[src/hw/rtl/radix_digit_converter_top_macros.svh]
// Assertion macros shared by the radix digit converter modules.
`ifndef RADIX_DIGIT_CONVERTER_TOP_MACROS_SVH
`define RADIX_DIGIT_CONVERTER_TOP_MACROS_SVH
`ifndef SYNTHESIS
// Checks a property at every clock edge outside reset.
`define RDC_ASSERT(lbl, prop) \
	lbl: assert property (@(posedge clk) disable iff (!arst_n) (prop)) \
		else $error("rdc check failed");
// Checks that a condition in one cycle implies another in the next cycle.
`define RDC_ASSERT_NEXT(lbl, ante, cons) \
	lbl: assert property (@(posedge clk) disable iff (!arst_n) (ante) |=> (cons)) \
		else $error("rdc check failed");
`else
`define RDC_ASSERT(lbl, prop)
`define RDC_ASSERT_NEXT(lbl, ante, cons)
`endif
`endif

[src/hw/rtl/rdc_pkg.sv]
// Shared constants, types and functions of the radix digit converter.
package rdc_pkg;

	localparam int VALUE_WIDTH_DEF = 32;
	localparam int BASE_W          = 6;
	localparam int CHAR_W          = 7;

	localparam logic [BASE_W-1:0] BASE_MIN   = 6'd2;
	localparam logic [BASE_W-1:0] BASE_MAX   = 6'd36;
	localparam logic [BASE_W-1:0] BASE_RESET = 6'd10;

	localparam logic [CHAR_W-1:0] CHAR_ZERO   = 7'd48;
	localparam logic [CHAR_W-1:0] CHAR_LETTER = 7'd55;

	// Commands from the controller to the datapath.
	typedef struct packed {
		logic load;
		logic div_step;
		logic push;
		logic rd;
		logic out_load;
		logic pop;
	} rdc_cmd_t;

	// Status from the datapath to the controller.
	typedef struct packed {
		logic div_done;
		logic quot_zero;
		logic cnt_one;
	} rdc_sts_t;

	// Maps a digit 0..35 to its ASCII character.
	function automatic logic [CHAR_W-1:0] digit_to_char(input logic [BASE_W-1:0] d);
		logic [CHAR_W-1:0] d_ext;
		d_ext = {1'b0, d};
		if (d < 6'd10) begin
			return CHAR_ZERO + d_ext;
		end
		return CHAR_LETTER + d_ext;
	endfunction

	// Clamps a written base into the supported range.
	function automatic logic [BASE_W-1:0] base_sat(input logic [BASE_W-1:0] b);
		if (b < BASE_MIN) begin
			return BASE_MIN;
		end
		if (b > BASE_MAX) begin
			return BASE_MAX;
		end
		return b;
	endfunction

endpackage

[src/hw/rtl/rdc_ram.sv]
// Generic single-write, single-read RAM with registered read data.
module rdc_ram #(
	parameter int WIDTH = 8,
	parameter int DEPTH = 32
) (
	input  logic                     clk,
	input  logic                     we,
	input  logic [$clog2(DEPTH)-1:0] waddr,
	input  logic [WIDTH-1:0]         wdata,
	input  logic                     re,
	input  logic [$clog2(DEPTH)-1:0] raddr,
	output logic [WIDTH-1:0]         rdata
);

	logic [WIDTH-1:0] mem_q [DEPTH];

	// Write port and registered read port.
	always_ff @(posedge clk) begin
		if (we) begin
			mem_q[waddr] <= wdata;
		end
		if (re) begin
			rdata <= mem_q[raddr];
		end
	end

endmodule

[src/hw/rtl/rdc_datapath.sv]
// Datapath: base register, bit-serial divider, digit stack and output register.
module rdc_datapath #(
	parameter int VALUE_WIDTH = rdc_pkg::VALUE_WIDTH_DEF
) (
	input  logic                        clk,
	input  logic                        arst_n,
	input  logic                        base_we,
	input  logic [rdc_pkg::BASE_W-1:0]  base_wdata,
	input  logic [VALUE_WIDTH-1:0]      value,
	input  rdc_pkg::rdc_cmd_t           cmd,
	output rdc_pkg::rdc_sts_t           sts,
	output logic [rdc_pkg::CHAR_W-1:0]  digit_char,
	output logic                        last
);

	localparam int AW = $clog2(VALUE_WIDTH);
	localparam int CW = $clog2(VALUE_WIDTH + 1);
	localparam int BW = $clog2(VALUE_WIDTH);

	logic [rdc_pkg::BASE_W-1:0] base_q;
	logic [VALUE_WIDTH-1:0]     val_q;
	logic [rdc_pkg::BASE_W-1:0] rem_q;
	logic [BW-1:0]              bit_q;
	logic [CW-1:0]              cnt_q;
	logic [rdc_pkg::CHAR_W-1:0] char_q;
	logic                       last_q;

	logic [rdc_pkg::BASE_W:0]   rem_sh;
	logic [rdc_pkg::BASE_W:0]   rem_sub;
	logic                       q_bit;
	logic [CW-1:0]              cnt_m1;
	logic [rdc_pkg::CHAR_W-1:0] ram_rdata;

	// Base register, clamped on write.
	always_ff @(posedge clk or negedge arst_n) begin
		if (!arst_n) begin
			base_q <= rdc_pkg::BASE_RESET;
		end else if (base_we) begin
			base_q <= rdc_pkg::base_sat(base_wdata);
		end
	end

	// One restoring division step: shift in the next dividend bit, subtract if possible.
	always_comb begin
		rem_sh  = {rem_q, val_q[VALUE_WIDTH-1]};
		rem_sub = rem_sh - {1'b0, base_q};
		q_bit   = (rem_sh >= {1'b0, base_q});
	end

	// Dividend, remainder and bit counter.
	always_ff @(posedge clk) begin
		if (cmd.load) begin
			val_q <= value;
			rem_q <= '0;
			bit_q <= BW'(VALUE_WIDTH - 1);
		end else if (cmd.div_step) begin
			val_q <= {val_q[VALUE_WIDTH-2:0], q_bit};
			rem_q <= q_bit ? rem_sub[rdc_pkg::BASE_W-1:0] : rem_sh[rdc_pkg::BASE_W-1:0];
			bit_q <= bit_q - BW'(1);
		end else if (cmd.push) begin
			rem_q <= '0;
			bit_q <= BW'(VALUE_WIDTH - 1);
		end
	end

	// Digit count, which is also the stack pointer.
	always_ff @(posedge clk or negedge arst_n) begin
		if (!arst_n) begin
			cnt_q <= '0;
		end else if (cmd.load) begin
			cnt_q <= '0;
		end else if (cmd.push) begin
			cnt_q <= cnt_q + CW'(1);
		end else if (cmd.pop) begin
			cnt_q <= cnt_m1;
		end
	end

	assign cnt_m1 = cnt_q - CW'(1);

	// Digit stack: remainders pushed least significant first, read back in reverse.
	rdc_ram #(
		.WIDTH (rdc_pkg::CHAR_W),
		.DEPTH (VALUE_WIDTH)
	) u_stack (
		.clk   (clk),
		.we    (cmd.push),
		.waddr (cnt_q[AW-1:0]),
		.wdata (rdc_pkg::digit_to_char(rem_q)),
		.re    (cmd.rd),
		.raddr (cnt_m1[AW-1:0]),
		.rdata (ram_rdata)
	);

	// Output register holding the request shown to the receiver.
	always_ff @(posedge clk) begin
		if (cmd.out_load) begin
			char_q <= ram_rdata;
			last_q <= sts.cnt_one;
		end
	end

	assign sts.div_done  = (bit_q == '0);
	assign sts.quot_zero = (val_q == '0);
	assign sts.cnt_one   = (cnt_q == CW'(1));
	assign digit_char    = char_q;
	assign last          = last_q;

endmodule

[src/hw/rtl/rdc_ctrl.sv]
// Controller state machine sequencing division, stacking and emission.
`include "radix_digit_converter_top_macros.svh"

module rdc_ctrl (
	input  logic              clk,
	input  logic              arst_n,
	input  logic              in_valid,
	output logic              in_stall,
	output logic              out_valid,
	input  logic              out_stall,
	input  rdc_pkg::rdc_sts_t sts,
	output rdc_pkg::rdc_cmd_t cmd
);

	localparam logic [2:0] S_IDLE = 3'd0;
	localparam logic [2:0] S_DIV  = 3'd1;
	localparam logic [2:0] S_PUSH = 3'd2;
	localparam logic [2:0] S_READ = 3'd3;
	localparam logic [2:0] S_LOAD = 3'd4;
	localparam logic [2:0] S_SHOW = 3'd5;

	logic [2:0] state_q;
	logic [2:0] state_d;

	// Next state and command decode.
	always_comb begin
		state_d = state_q;
		cmd     = '0;
		case (state_q)
			S_IDLE: begin
				if (in_valid) begin
					cmd.load = 1'b1;
					state_d  = S_DIV;
				end
			end
			S_DIV: begin
				cmd.div_step = 1'b1;
				if (sts.div_done) begin
					state_d = S_PUSH;
				end
			end
			S_PUSH: begin
				cmd.push = 1'b1;
				state_d  = sts.quot_zero ? S_READ : S_DIV;
			end
			S_READ: begin
				cmd.rd  = 1'b1;
				state_d = S_LOAD;
			end
			S_LOAD: begin
				cmd.out_load = 1'b1;
				state_d      = S_SHOW;
			end
			S_SHOW: begin
				if (!out_stall) begin
					cmd.pop = 1'b1;
					state_d = sts.cnt_one ? S_IDLE : S_READ;
				end
			end
			default: begin
				state_d = S_IDLE;
			end
		endcase
	end

	// State register.
	always_ff @(posedge clk or negedge arst_n) begin
		if (!arst_n) begin
			state_q <= S_IDLE;
		end else begin
			state_q <= state_d;
		end
	end

	assign in_stall  = (state_q != S_IDLE);
	assign out_valid = (state_q == S_SHOW);

	// A new value is never taken while a digit is still on offer.
	`RDC_ASSERT(a_no_overlap, !(out_valid && !in_stall))
	// The final division step always leads to a push.
	`RDC_ASSERT_NEXT(a_div_to_push, state_q == S_DIV && sts.div_done, state_q == S_PUSH)
	// Taking the final digit returns the block to idle.
	`RDC_ASSERT_NEXT(a_last_to_idle, out_valid && !out_stall && sts.cnt_one, !in_stall)

endmodule

[src/hw/rtl/radix_digit_converter_top.sv]
// Top level of the radix digit converter.
//
// Converts an unsigned VALUE_WIDTH-bit value to the base held in the base register
// (2 to 36) and emits one ASCII character per digit, most significant first.
// The input channel (in_valid, in_stall, value) takes one value at a time; in_stall
// stays high from acceptance until the final digit has been taken.
// The output channel (out_valid, out_stall, digit_char, last) delivers one request
// per digit; last is high on the final, least significant digit. A zero value gives
// the single character '0'.
// Each digit comes from the bit-serial divider, which yields one quotient bit per
// cycle, and is pushed onto the digit stack; emission then reads the digits back
// through the stack's registered read and the output register, waiting while the
// receiver stalls. While out_stall is high the current digit is held unchanged.
// The base register is written with base_we and base_wdata; the user must write it
// only while the block is idle, which the block itself does not enforce. Values
// below 2 or above 36 are clamped. Reset sets the base to 10 and returns the block
// to idle, dropping any conversion in progress.
module radix_digit_converter_top #(
	parameter int VALUE_WIDTH = rdc_pkg::VALUE_WIDTH_DEF
) (
	input  logic                       clk,
	input  logic                       arst_n,
	input  logic                       base_we,
	input  logic [rdc_pkg::BASE_W-1:0] base_wdata,
	input  logic                       in_valid,
	output logic                       in_stall,
	input  logic [VALUE_WIDTH-1:0]     value,
	output logic                       out_valid,
	input  logic                       out_stall,
	output logic [rdc_pkg::CHAR_W-1:0] digit_char,
	output logic                       last
);

	rdc_pkg::rdc_cmd_t cmd;
	rdc_pkg::rdc_sts_t sts;

	// Sequencer.
	rdc_ctrl u_ctrl (
		.clk       (clk),
		.arst_n    (arst_n),
		.in_valid  (in_valid),
		.in_stall  (in_stall),
		.out_valid (out_valid),
		.out_stall (out_stall),
		.sts       (sts),
		.cmd       (cmd)
	);

	// Divider, digit stack and output register.
	rdc_datapath #(
		.VALUE_WIDTH (VALUE_WIDTH)
	) u_datapath (
		.clk        (clk),
		.arst_n     (arst_n),
		.base_we    (base_we),
		.base_wdata (base_wdata),
		.value      (value),
		.cmd        (cmd),
		.sts        (sts),
		.digit_char (digit_char),
		.last       (last)
	);

endmodule
[config.mk]
export PLATFORM = sky130hd
export DESIGN_NAME = radix_digit_converter_top
export DESIGN_NICKNAME = d
export VERILOG_FILES = /design/src/hw/rtl/rdc_pkg.sv /design/src/hw/rtl/rdc_ram.sv /design/src/hw/rtl/rdc_datapath.sv /design/src/hw/rtl/rdc_ctrl.sv /design/src/hw/rtl/radix_digit_converter_top.sv
export VERILOG_INCLUDE_DIRS = /design/src /design/src/hw/rtl
export SDC_FILE = /design/constraint.sdc
export NUM_CORES = 1
export LEC_CHECK = 0
export ABC_AREA = 1
export BUFFER_PORTS_ARGS = -buffer_cell sky130_fd_sc_hd__buf_4
export CAP_MARGIN = 20
export CORE_ASPECT_RATIO = 0.7
export CORE_MARGIN = 2
export CORE_UTILIZATION = 51
export CTS_BUF_LIST = sky130_fd_sc_hd__clkbuf_2 sky130_fd_sc_hd__clkbuf_4 sky130_fd_sc_hd__clkbuf_8
export DETAILED_ROUTE_END_ITERATION = 7
export PLACE_DENSITY = 0.74
export SLEW_MARGIN = 20
export SYNTH_ARGS = -nofsm -noshare
export SYNTH_HDL_FRONTEND = slang
export SYNTH_SLANG_ARGS = --single-unit
[constraint.sdc]
create_clock -name clk -period 5.9 [get_ports clk]
set_input_delay 1.475 -clock clk [delete_from_list [all_inputs] [get_ports clk]]
set_output_delay 1.475 -clock clk [all_outputs]
set_load 0.03 [all_outputs]
==> results.yml, run 1 <==
sta:
  rsz0062_at_grt: "no"
  finalClockSkew_ns: 0.0283
  tightest_slew_ns: 1.03
  fmax_mhz: 278
  hold_viol: 0
  hold_slack_ns: 0.505
  setup_ws_ns: 2.30
  finalCritPeriodShare: 0.610
  final-max-slew-violation-count: 0
  finalSetupTns_ns: 0
  relSlewSlack: 0.313
  period_needed_ns: 3.60
  setup_viol: 0
drt:
  route.detailed.drc: 0
  vias: 8921
  first_pass_iters: 5
  initialDrtViolationCount: 1032
  drt-total-wl_um: 29800
  viasPerCell: 5.66
  routedWlPerCell_um: 18.9
  final_antenna_net_count: 0
clocking:
  cts.sinks: 297
  h-tree-depth: 2
  post_cts_resized: 0
  cts_buffers: 44
  clkTransAtPathRegs_ns: 0.07
  cts_hold_buf: 0
  post_cts_buffers: 0
  insertion_delay_ns: 0.58
  cts_tree: "yes"
  clock-root-buffer: "clkbuf_8"
  clockBufferDepth: 3
critical_path:
  required_ns: 6.35
  cp_max_fo: 70
  crit_type: "reg2reg"
  worstSetupStartpointType: "register"
  cp.arrival_ns: 4.05
  endpoint_kind: "register"
place:
  dp_slack_ns: 2.31
  gp_congestion: 0.856
  io_buffer_count: 52
  place_hpwl_um: 18300
yosys:
  syn_inst: 1161
  yosys_warnings: 0
  ys_seq_elements: 297
  syn-cell-area_mm2: 0.0129
  synth_area_leaders: "edfxtp_1 (63%), nor2_1 (6.5%), nand2_1 (5.3%)"
  avgSynthCellArea_um2: 11.1
  syn_nets: 1221
  ys_types: 39
  yosysTopAreaCell: "edfxtp_1"
  ys_seq_area_frac: 0.679
  synth_edf_count: 271
  postSynth.asyncResetShare: 0.0505
  yosys_most_used_dff: "edfxtp_1"
  yosysTopAreaCellShare: 0.632
floorplan:
  placementRows: 48
  core_area_mm2: 0.0247
  initial_core_util: 0.520
  die_w_um: 194
  io_pins: 53
  die-area_mm2: 0.0265
  die_h_um: 137
global_routing:
  grt_overflow: 0
  antenna_found_initial: 1
  grt_pass1_vias: 8536
  grt_max_degree: 94
  grt_pass1_wl_um: 46700
  track_usage: 0.229
min_path:
  hold_path_class: "reg2reg"
pwr:
  power.leakage_uw: 0.00523
  peakVddDrop_mv: 0.500
  power_density_mw_per_mm2: 612
status:
  outcome: "complete, no violations"
final_layout:
  synthToLayoutAreaGrowth_pct: 11.8
  final_cell_mix: "edfxtp_1 (271), nor2_1 (224), nand2_1 (183)"
  drive_gt1_frac: 0.128
  final_common_cell: "edfxtp_1"
  nets: 1278
flow_run:
  cap_viol_max_count: 0
[report_power, final]
group | internal [uW] | leakage (uW) | switching, uW
Clock | 835 | 0.000448 | 780
Sequential | 3180 | 0.00273 | 220
Combinational | 1080 | 0.00205 | 2710
[critical path: stages, from the launching register on]
cell and delay, ns:
dfrtp_2 0.61, inv_2 0.30, ha_2 0.93, buf_4 0.68
o21ai_0 0.20, o211ai_1 0.36, nand3_1 0.14, nand2_1 0.09
nand2_1 0.06, nand2_1 0.07
[cell type report]
class,instances,area (um2)
Fill cell,2023,10400
Timing Repair Buffer,67,523
Inverter,66,248
Clock buffer,63,767
Antenna cell,1,2.50
Multi-Input combinational cell,742,3640
Tap cell,325,407
Clock inverter,14,63.8
Sequential cell,297,8740
[sequential cells by signal, summed over array words and instances (netlist names)]
| name | cells |
|---|---|
| u_ctrl.state_q | 3 |
| u_datapath.base_q | 6 |
| u_datapath.bit_q | 5 |
| u_datapath.cnt_q | 6 |
| u_datapath.digit_char | 7 |
| u_datapath.last | 1 |
| u_datapath.rem_q | 6 |
| u_datapath.u_stack.mem_q | 224 |
| u_datapath.u_stack.rdata | 7 |
| u_datapath.val_q | 32 |
[per-layer routing]
layer,share of wire,GRT usage
met5,0.0022,0.0185
met2,0.42,0.333
met1,0.44,0.326
met3,0.11,0.0757
met4,0.025,0.0720
[logic make-up (layout without fill, tap and decap cells)]
family / Yosys count / count (layout) / share of synthesized area
AOI/OAI and AO/OA: 230 / 230 / 0.102
xor gates and xnor gates: 9 / 9 / 0.00875
adders and majority gates: 17 / 17 / 0.0171
buffers and inverters: 122 / 210 / 0.0419
DFF: 297 / 297 / 0.679
other: 0 / 1 / 0
and+or+nand+nor: 486 / 486 / 0.151
[cell usage after synthesis (2+ instances only)]
cell type / number
a21oi_1: 22
a31oi_1: 3
buf_2: 22
buf_4: 12
clkbuf_1: 19
dfrtp_1: 13
dfstp_2: 2
dfxtp_1: 11
edfxtp_1: 271
ha_1: 16
inv_1: 61
inv_2: 5
nand2_1: 183
nand3_1: 58
nand4_1: 2
nor2_1: 224
nor2_2: 2
nor3_1: 7
nor4_1: 6
o211ai_1: 59
o21ai_0: 136
o21ai_1: 2
o22ai_1: 5
xnor2_1: 2
xor2_1: 4
[per-stage QoR]
stage | instance area, um2 | util | total power [uW] | cells
after floorplan | 12900 | - | 5920 | 1161
after global placement | 13500 | 0.547 | 7030 | 1496
after detailed placement | 13500 | 0.547 | 7130 | 1496
after CTS | 14400 | 0.580 | 8740 | 1573
after global routing | 14400 | 0.582 | 9360 | 1575
final | 14400 | 0.582 | 8810 | 1575
[final timing paths]
path / slack [ns] / depth (start not counted) / startpoint / endpoint
setup / recovery: 2.30 / 9 / u_datapath.cnt_q[0] / u_datapath.u_stack.rdata[4]
hold / removal: 0.51 / 2 / u_datapath.bit_q[4] / u_datapath.bit_q[4]
setup reg to reg: 2.30 / 9 / u_datapath.cnt_q[0] / u_datapath.u_stack.rdata[4]
hold reg to reg: 0.51 / 2 / u_datapath.bit_q[4] / u_datapath.bit_q[4]
max in group asynchronous: 4.87 / 1 / arst_n / u_datapath.base_q[3]
min in group asynchronous: 0.78 / 1 / arst_n / u_datapath.base_q[0]
No activity file was read; power rests on OpenSTA's default activity.
==> inputs of run 2 (changes only) <==
==> constraint.sdc (replaced) <==
create_clock -name clk -period 3.6 [get_ports clk]
set_input_delay 0.9 -clock clk [delete_from_list [all_inputs] [get_ports clk]]
set_output_delay 0.9 -clock clk [all_outputs]
set_load 0.03 [all_outputs]
==> run 2 against run 1 <==
  * Die area did not move
  * Clock skew fell by 0.011 ns
  * Global-route usage rose by 0.55 points
  * First-iteration DRC count rose by 7.8%
  * Critical path type unchanged
  * Largest power group unchanged
==> results.yml, run 2 (synthesis gave the netlist of run 1 again) <==
pwr:
  switchingPower_uw: 6200
  swShare: 0.424
  comb_power_share: 0.449
  internal-power_uw: 8420
  power.sequential.fraction: 0.376
  power.leakage_uw: 0.00527
  pwr-share-clk: 0.175
  power_density_mw_per_mm2: 1010
  peakVddDrop_mv: 0.936
critical_path:
  endpoint_kind: "register"
  crit_type: "reg2reg"
  cp.arrival_ns: 3.25
  reg2reg_from: "u_datapath.rem_q[4]"
  cp_max_fo: 21
  worstSetupStartpointType: "register"
  reg2regPathDepth: 9
  rrSetupSlack_ns: 0.73
  r2r-end: "u_datapath.u_stack.mem_q[2][5]"
  required_ns: 3.98
clocking:
  cts_hold_buf: 0
  clkTransAtPathRegs_ns: 0.06
  cts.sinks: 297
  post_cts_buffers: 0
  post_cts_resized: 0
  insertion_delay_ns: 0.56
  cts_buffers: 44
  cts_tree: "yes"
  clockBufferDepth: 3
  clock-root-buffer: "clkbuf_8"
  h-tree-depth: 2
global_routing:
  grt_max_degree: 90
  grt_overflow: 0
  grt_pass1_wl_um: 47700
  grt_pass1_vias: 8506
  track_usage: 0.235
  antenna_found_initial: 0
final_layout:
  final_cell_mix: "edfxtp_1 (271), nor2_1 (224), nand2_1 (183)"
  diodes: 0
  reg_top3: "u_datapath.u_stack.mem_q x224, u_datapath.val_q x32"
  nets: 1288
  largest_reg_flops: 224
  synthToLayoutAreaGrowth_pct: 12.2
  regMostFlops: "u_datapath.u_stack.mem_q"
  drive_gt1_frac: 0.131
  fillers: 2039
  final_common_cell: "edfxtp_1"
status:
  outcome: "complete, no violations"
sta:
  period_needed_ns: 2.87
  final-max-slew-violation-count: 0
  rsz0062_at_grt: "no"
  finalClockSkew_ns: 0.0175
  tightest_slew_ns: 1.06
  relSlewSlack: 0.293
  finalCritPeriodShare: 0.797
  hold_slack_ns: 0.197
  setup_viol: 0
  hold_viol: 0
  finalSetupTns_ns: 0
  fmax_mhz: 349
min_path:
  hold_path_class: "in2async"
floorplan:
  placementRows: 48
  die_w_um: 194
  die-area_mm2: 0.0265
  io_pins: 53
  core_area_mm2: 0.0247
  initial_core_util: 0.520
  die_h_um: 137
drt:
  final_antenna_net_count: 0
  routedWlPerCell_um: 19.2
  drt-total-wl_um: 30400
  initialDrtViolationCount: 1113
  route.detailed.drc: 0
  first_pass_iters: 5
  viasPerCell: 5.70
  vias: 9011
place:
  io_buffer_count: 52
  place_hpwl_um: 19500
  gp_congestion: 0.899
flow_run:
  cap_viol_max_count: 0
-- run 2: cell types whose count changed in the layout (fill, tap and decap cells not counted), sizes merged --
cell,before,now
buf,67,77
diode,1,0
clkinv,14,13
clkbuf,63,61
-- run 2: how the worst max path moves through the flow --
| stage | slack (ns) | startpoint | endpoint |
|---|---|---|---|
| floorplan | 0.95 | u_datapath.rem_q[4] | u_datapath.u_stack.mem_q[0][1] |
| global placement | 1.00 | u_datapath.cnt_q[0] | u_datapath.u_stack.mem_q[25][0] |
| detailed placement | 0.86 | u_datapath.rem_q[4] | u_datapath.u_stack.mem_q[25][5] |
| CTS | 0.82 | u_datapath.rem_q[4] | u_datapath.u_stack.mem_q[2][5] |
| global route | 0.55 | u_datapath.rem_q[4] | u_datapath.u_stack.mem_q[2][5] |
| finish | 0.73 | u_datapath.rem_q[4] | u_datapath.u_stack.mem_q[2][5] |
-- run 2: power by group through the flow --
stage	sequential [uW]	combinational [uW]	clock [uW]
finish	5500	6560	2560
global route	5540	7260	2750
CTS	5490	6450	2600
detailed placement	5550	6430	0
global placement	5550	6300	0
floorplan	5510	4200	0
-- run 2: metrics by stage --
| step | cells | worst slack [ns] | cell area (um2) | total power [uW] | util |
|---|---|---|---|---|---|
| global route | 1581 | 0.555 | 14400 | 15600 | 0.584 |
| floorplan | 1161 | 0.948 | 12900 | 9710 | - |
| finish | 1581 | 0.732 | 14400 | 14600 | 0.584 |
| CTS | 1581 | 0.816 | 14400 | 14500 | 0.583 |
| global placement | 1507 | 1.00 | 13600 | 11900 | 0.551 |
| detailed placement | 1507 | 0.856 | 13600 | 12000 | 0.551 |
-- run 2: worst max-delay path, stage by stage (launching register included) --
cell	delay [ns]
dfxtp_1	0.42
inv_1	0.13
ha_1	0.23
nand2_1	0.07
o21a_1	0.40
inv_1	0.16
o21ai_0	0.11
a21oi_1	0.08
a21oi_2	0.78
buf_4	0.32
-- run 2: metal layers --
layer  track usage  share of wire  wire [um]  vias to the layer above
met4        0.0800          0.030        922                        2
met1         0.347           0.44      13400                     4274
met5        0.0148         0.0013         41                        -
li1              -              -          -                     4204
met2         0.335           0.42      12700                      457
met3        0.0621           0.11       3300                       74
-- run 2: layout make-up --
| type | instances | area, um2 | share of cell area |
|---|---|---|---|
| Clock buffer | 61 | 746 | 0.0516 |
| Clock inverter | 13 | 53.8 | 0.00372 |
| Inverter | 66 | 248 | 0.0171 |
| Multi-Input combinational cell | 742 | 3660 | 0.254 |
| Sequential cell | 297 | 8740 | 0.605 |
| Tap cell | 325 | 407 | 0.0281 |
| Timing Repair Buffer | 77 | 591 | 0.0409 |
==> inputs of run 3 (changes only) <==
==> constraint.sdc (replaced) <==
create_clock -name clk -period 2.75 [get_ports clk]
set_input_delay 0.6875 -clock clk [delete_from_list [all_inputs] [get_ports clk]]
set_output_delay 0.6875 -clock clk [all_outputs]
set_load 0.03 [all_outputs]
==> run 3 against run 2 <==
  * Non-clock buffer count is 24 higher
  * Global-route usage is 0.33 points higher
  * Die area stayed put
  * Sequential cell count stayed put
  * Critical path depth is 1 lower
  * Utilization is 0.96 points higher
  * Sequential power is 31% higher
  * Register-to-register slack worse by 0.49 ns
  * Routed wire length is 1.8% higher
  * Sequential share of layout area is 0.98 points lower
  * Maximum frequency is 14% higher
  * Total power is 32% higher
  * Largest cell class unchanged
==> results.yml, run 3 (synthesis gave the netlist of run 1 again) <==
status:
  outcome: "complete, no violations"
critical_path:
  r2r-end: "u_datapath.u_stack.rdata[6]"
  crit_type: "reg2reg"
  required_ns: 3.07
  slowest_stage: "dfrtp_1"
  crit_path_cell_trace: "inv_1, nand3_2, xor2_4, inv_2, nand3_1, nand2_1, nand2_1, nand2_1"
  reg2regPathDepth: 8
  cp.arrival_ns: 2.83
  crit_path_frequent_cell: "nand2_1"
  slowest_delay_ns: 0.60
  rrSetupSlack_ns: 0.24
  worstSetupStartpointType: "register"
  reg2reg_from: "u_datapath.cnt_q[2]"
  cp_max_fo: 15
  endpoint_kind: "register"
drt:
  drt-total-wl_um: 30900
  first_pass_iters: 8
  vias: 9150
  initialDrtViolationCount: 1015
  route.detailed.drc: 0
  routedWlPerCell_um: 19.2
  final_antenna_net_count: 0
  viasPerCell: 5.69
min_path:
  min_to: "u_datapath.base_q[3]"
  hold_path_class: "in2reg"
  min_path_cells: 2
  hp-start: "base_we"
place:
  place_hpwl_um: 19400
  dpl.cell_count: 1530
  gp_congestion: 0.885
  io_buffer_count: 52
final_layout:
  synthToLayoutAreaGrowth_pct: 14.1
  final_common_cell: "edfxtp_1"
  stdcell_count: 1609
  register_area_mm2: 0.00874
  drive_gt1_frac: 0.150
  nets: 1312
  fin_util: 0.593
  reg_top3: "u_datapath.u_stack.mem_q x224, u_datapath.val_q x32"
  final_cell_mix: "edfxtp_1 (271), nor2_1 (224), nand2_1 (183)"
  largest_reg_flops: 224
  multi_input_area_mm2: 0.00364
  regMostFlops: "u_datapath.u_stack.mem_q"
  fillers: 2055
floorplan:
  io_pins: 53
  die_w_um: 194
  core_area_mm2: 0.0247
  die-area_mm2: 0.0265
  placementRows: 48
  die_h_um: 137
  initial_core_util: 0.520
clocking:
  cts_buffers: 44
  h-tree-depth: 2
  clock-root-buffer: "clkbuf_8"
  insertion_delay_ns: 0.57
  cts.sinks: 297
  cts_tree: "yes"
  clockBufferDepth: 3
  clkTransAtPathRegs_ns: 0.06
global_routing:
  grt_max_degree: 116
  antenna_found_initial: 1
  grt_pass1_wl_um: 48500
  grt_pass1_vias: 8889
  track_usage: 0.238
  grt_overflow: 0
sta:
  rsz0062_at_grt: "no"
  period_needed_ns: 2.51
  relSlewSlack: 0.474
  finalSetupTns_ns: 0
  setup_viol: 0
  tightest_slew_ns: 0.786
  fmax_mhz: 398
  finalCritPeriodShare: 0.914
  final-max-slew-violation-count: 0
  hold_viol: 0
  finalClockSkew_ns: 0.0136
pwr:
  power.leakage_uw: 0.00542
  power_density_mw_per_mm2: 1320
  peakVddDrop_mv: 1.37
flow_run:
  cap_viol_max_count: 0
run 3: worst max path at each step:
stage                             start                        endpoint  depth (start not counted)
floorplan           u_datapath.rem_q[4]  u_datapath.u_stack.mem_q[0][1]                          5
global placement    u_datapath.cnt_q[2]     u_datapath.u_stack.rdata[0]                          8
CTS                   u_ctrl.state_q[2]  u_datapath.u_stack.mem_q[0][2]                          5
global route        u_datapath.cnt_q[1]     u_datapath.u_stack.rdata[6]                          9
detailed placement    u_ctrl.state_q[2]  u_datapath.u_stack.mem_q[0][0]                          5
finish              u_datapath.cnt_q[2]     u_datapath.u_stack.rdata[6]                          8
run 3: stage by stage:
stage | hold WS (ns) | total power, uW | setup slack (ns) | cell area, um2
global placement | 0.412 | 15400 | 0.420 | 13800
finish | 0.335 | 19400 | 0.237 | 14700
global route | 0.323 | 20600 | 0.154 | 14700
detailed placement | 0.419 | 15700 | 0.368 | 13800
floorplan | 0.392 | 12700 | 0.0982 | 12900
CTS | 0.304 | 19300 | 0.373 | 14700
run 3: what timing repair did:
action                    in CTS  in global routing
gates resized for setup        0                  0
hold buffers                   1                  0
setup buffers                  0                  0
hold endpoints to repair      13                  0
run 3: area by class of cell:
cell class                 count  share of cell area
multi-input combinational    742               0.248
inverter                      66              0.0169
sequential                   297               0.595
tap                          325              0.0277
clock inverter                13             0.00579
clock buffer                  64              0.0527
antenna                        1            0.000170
timing repair buffer         101              0.0535
run 3: metal layers:
metal	part of all wire	global-route usage	vias up
li1	-	-	4252
met1	0.43	0.332	4369
met2	0.45	0.365	478
met3	0.11	0.0665	49
met4	0.019	0.0753	2
met5	0.00042	0	-
run 3: power breakdown:
group | internal (uW) | switching, uW | leakage, uW
Combinational | 2480 | 6100 | 0.00224
Clock | 1900 | 1670 | 0.000451
Sequential | 6820 | 388 | 0.00273
run 3: worst max-delay path: cells and delay by family (launching register included):
| kind | cells | cell delay (ns) |
|---|---|---|
| xor gates and xnor gates | 1 | 0.50 |
| buffers and inverters | 2 | 0.50 |
| DFF | 1 | 0.60 |
| and+or+nand+nor | 5 | 0.66 |
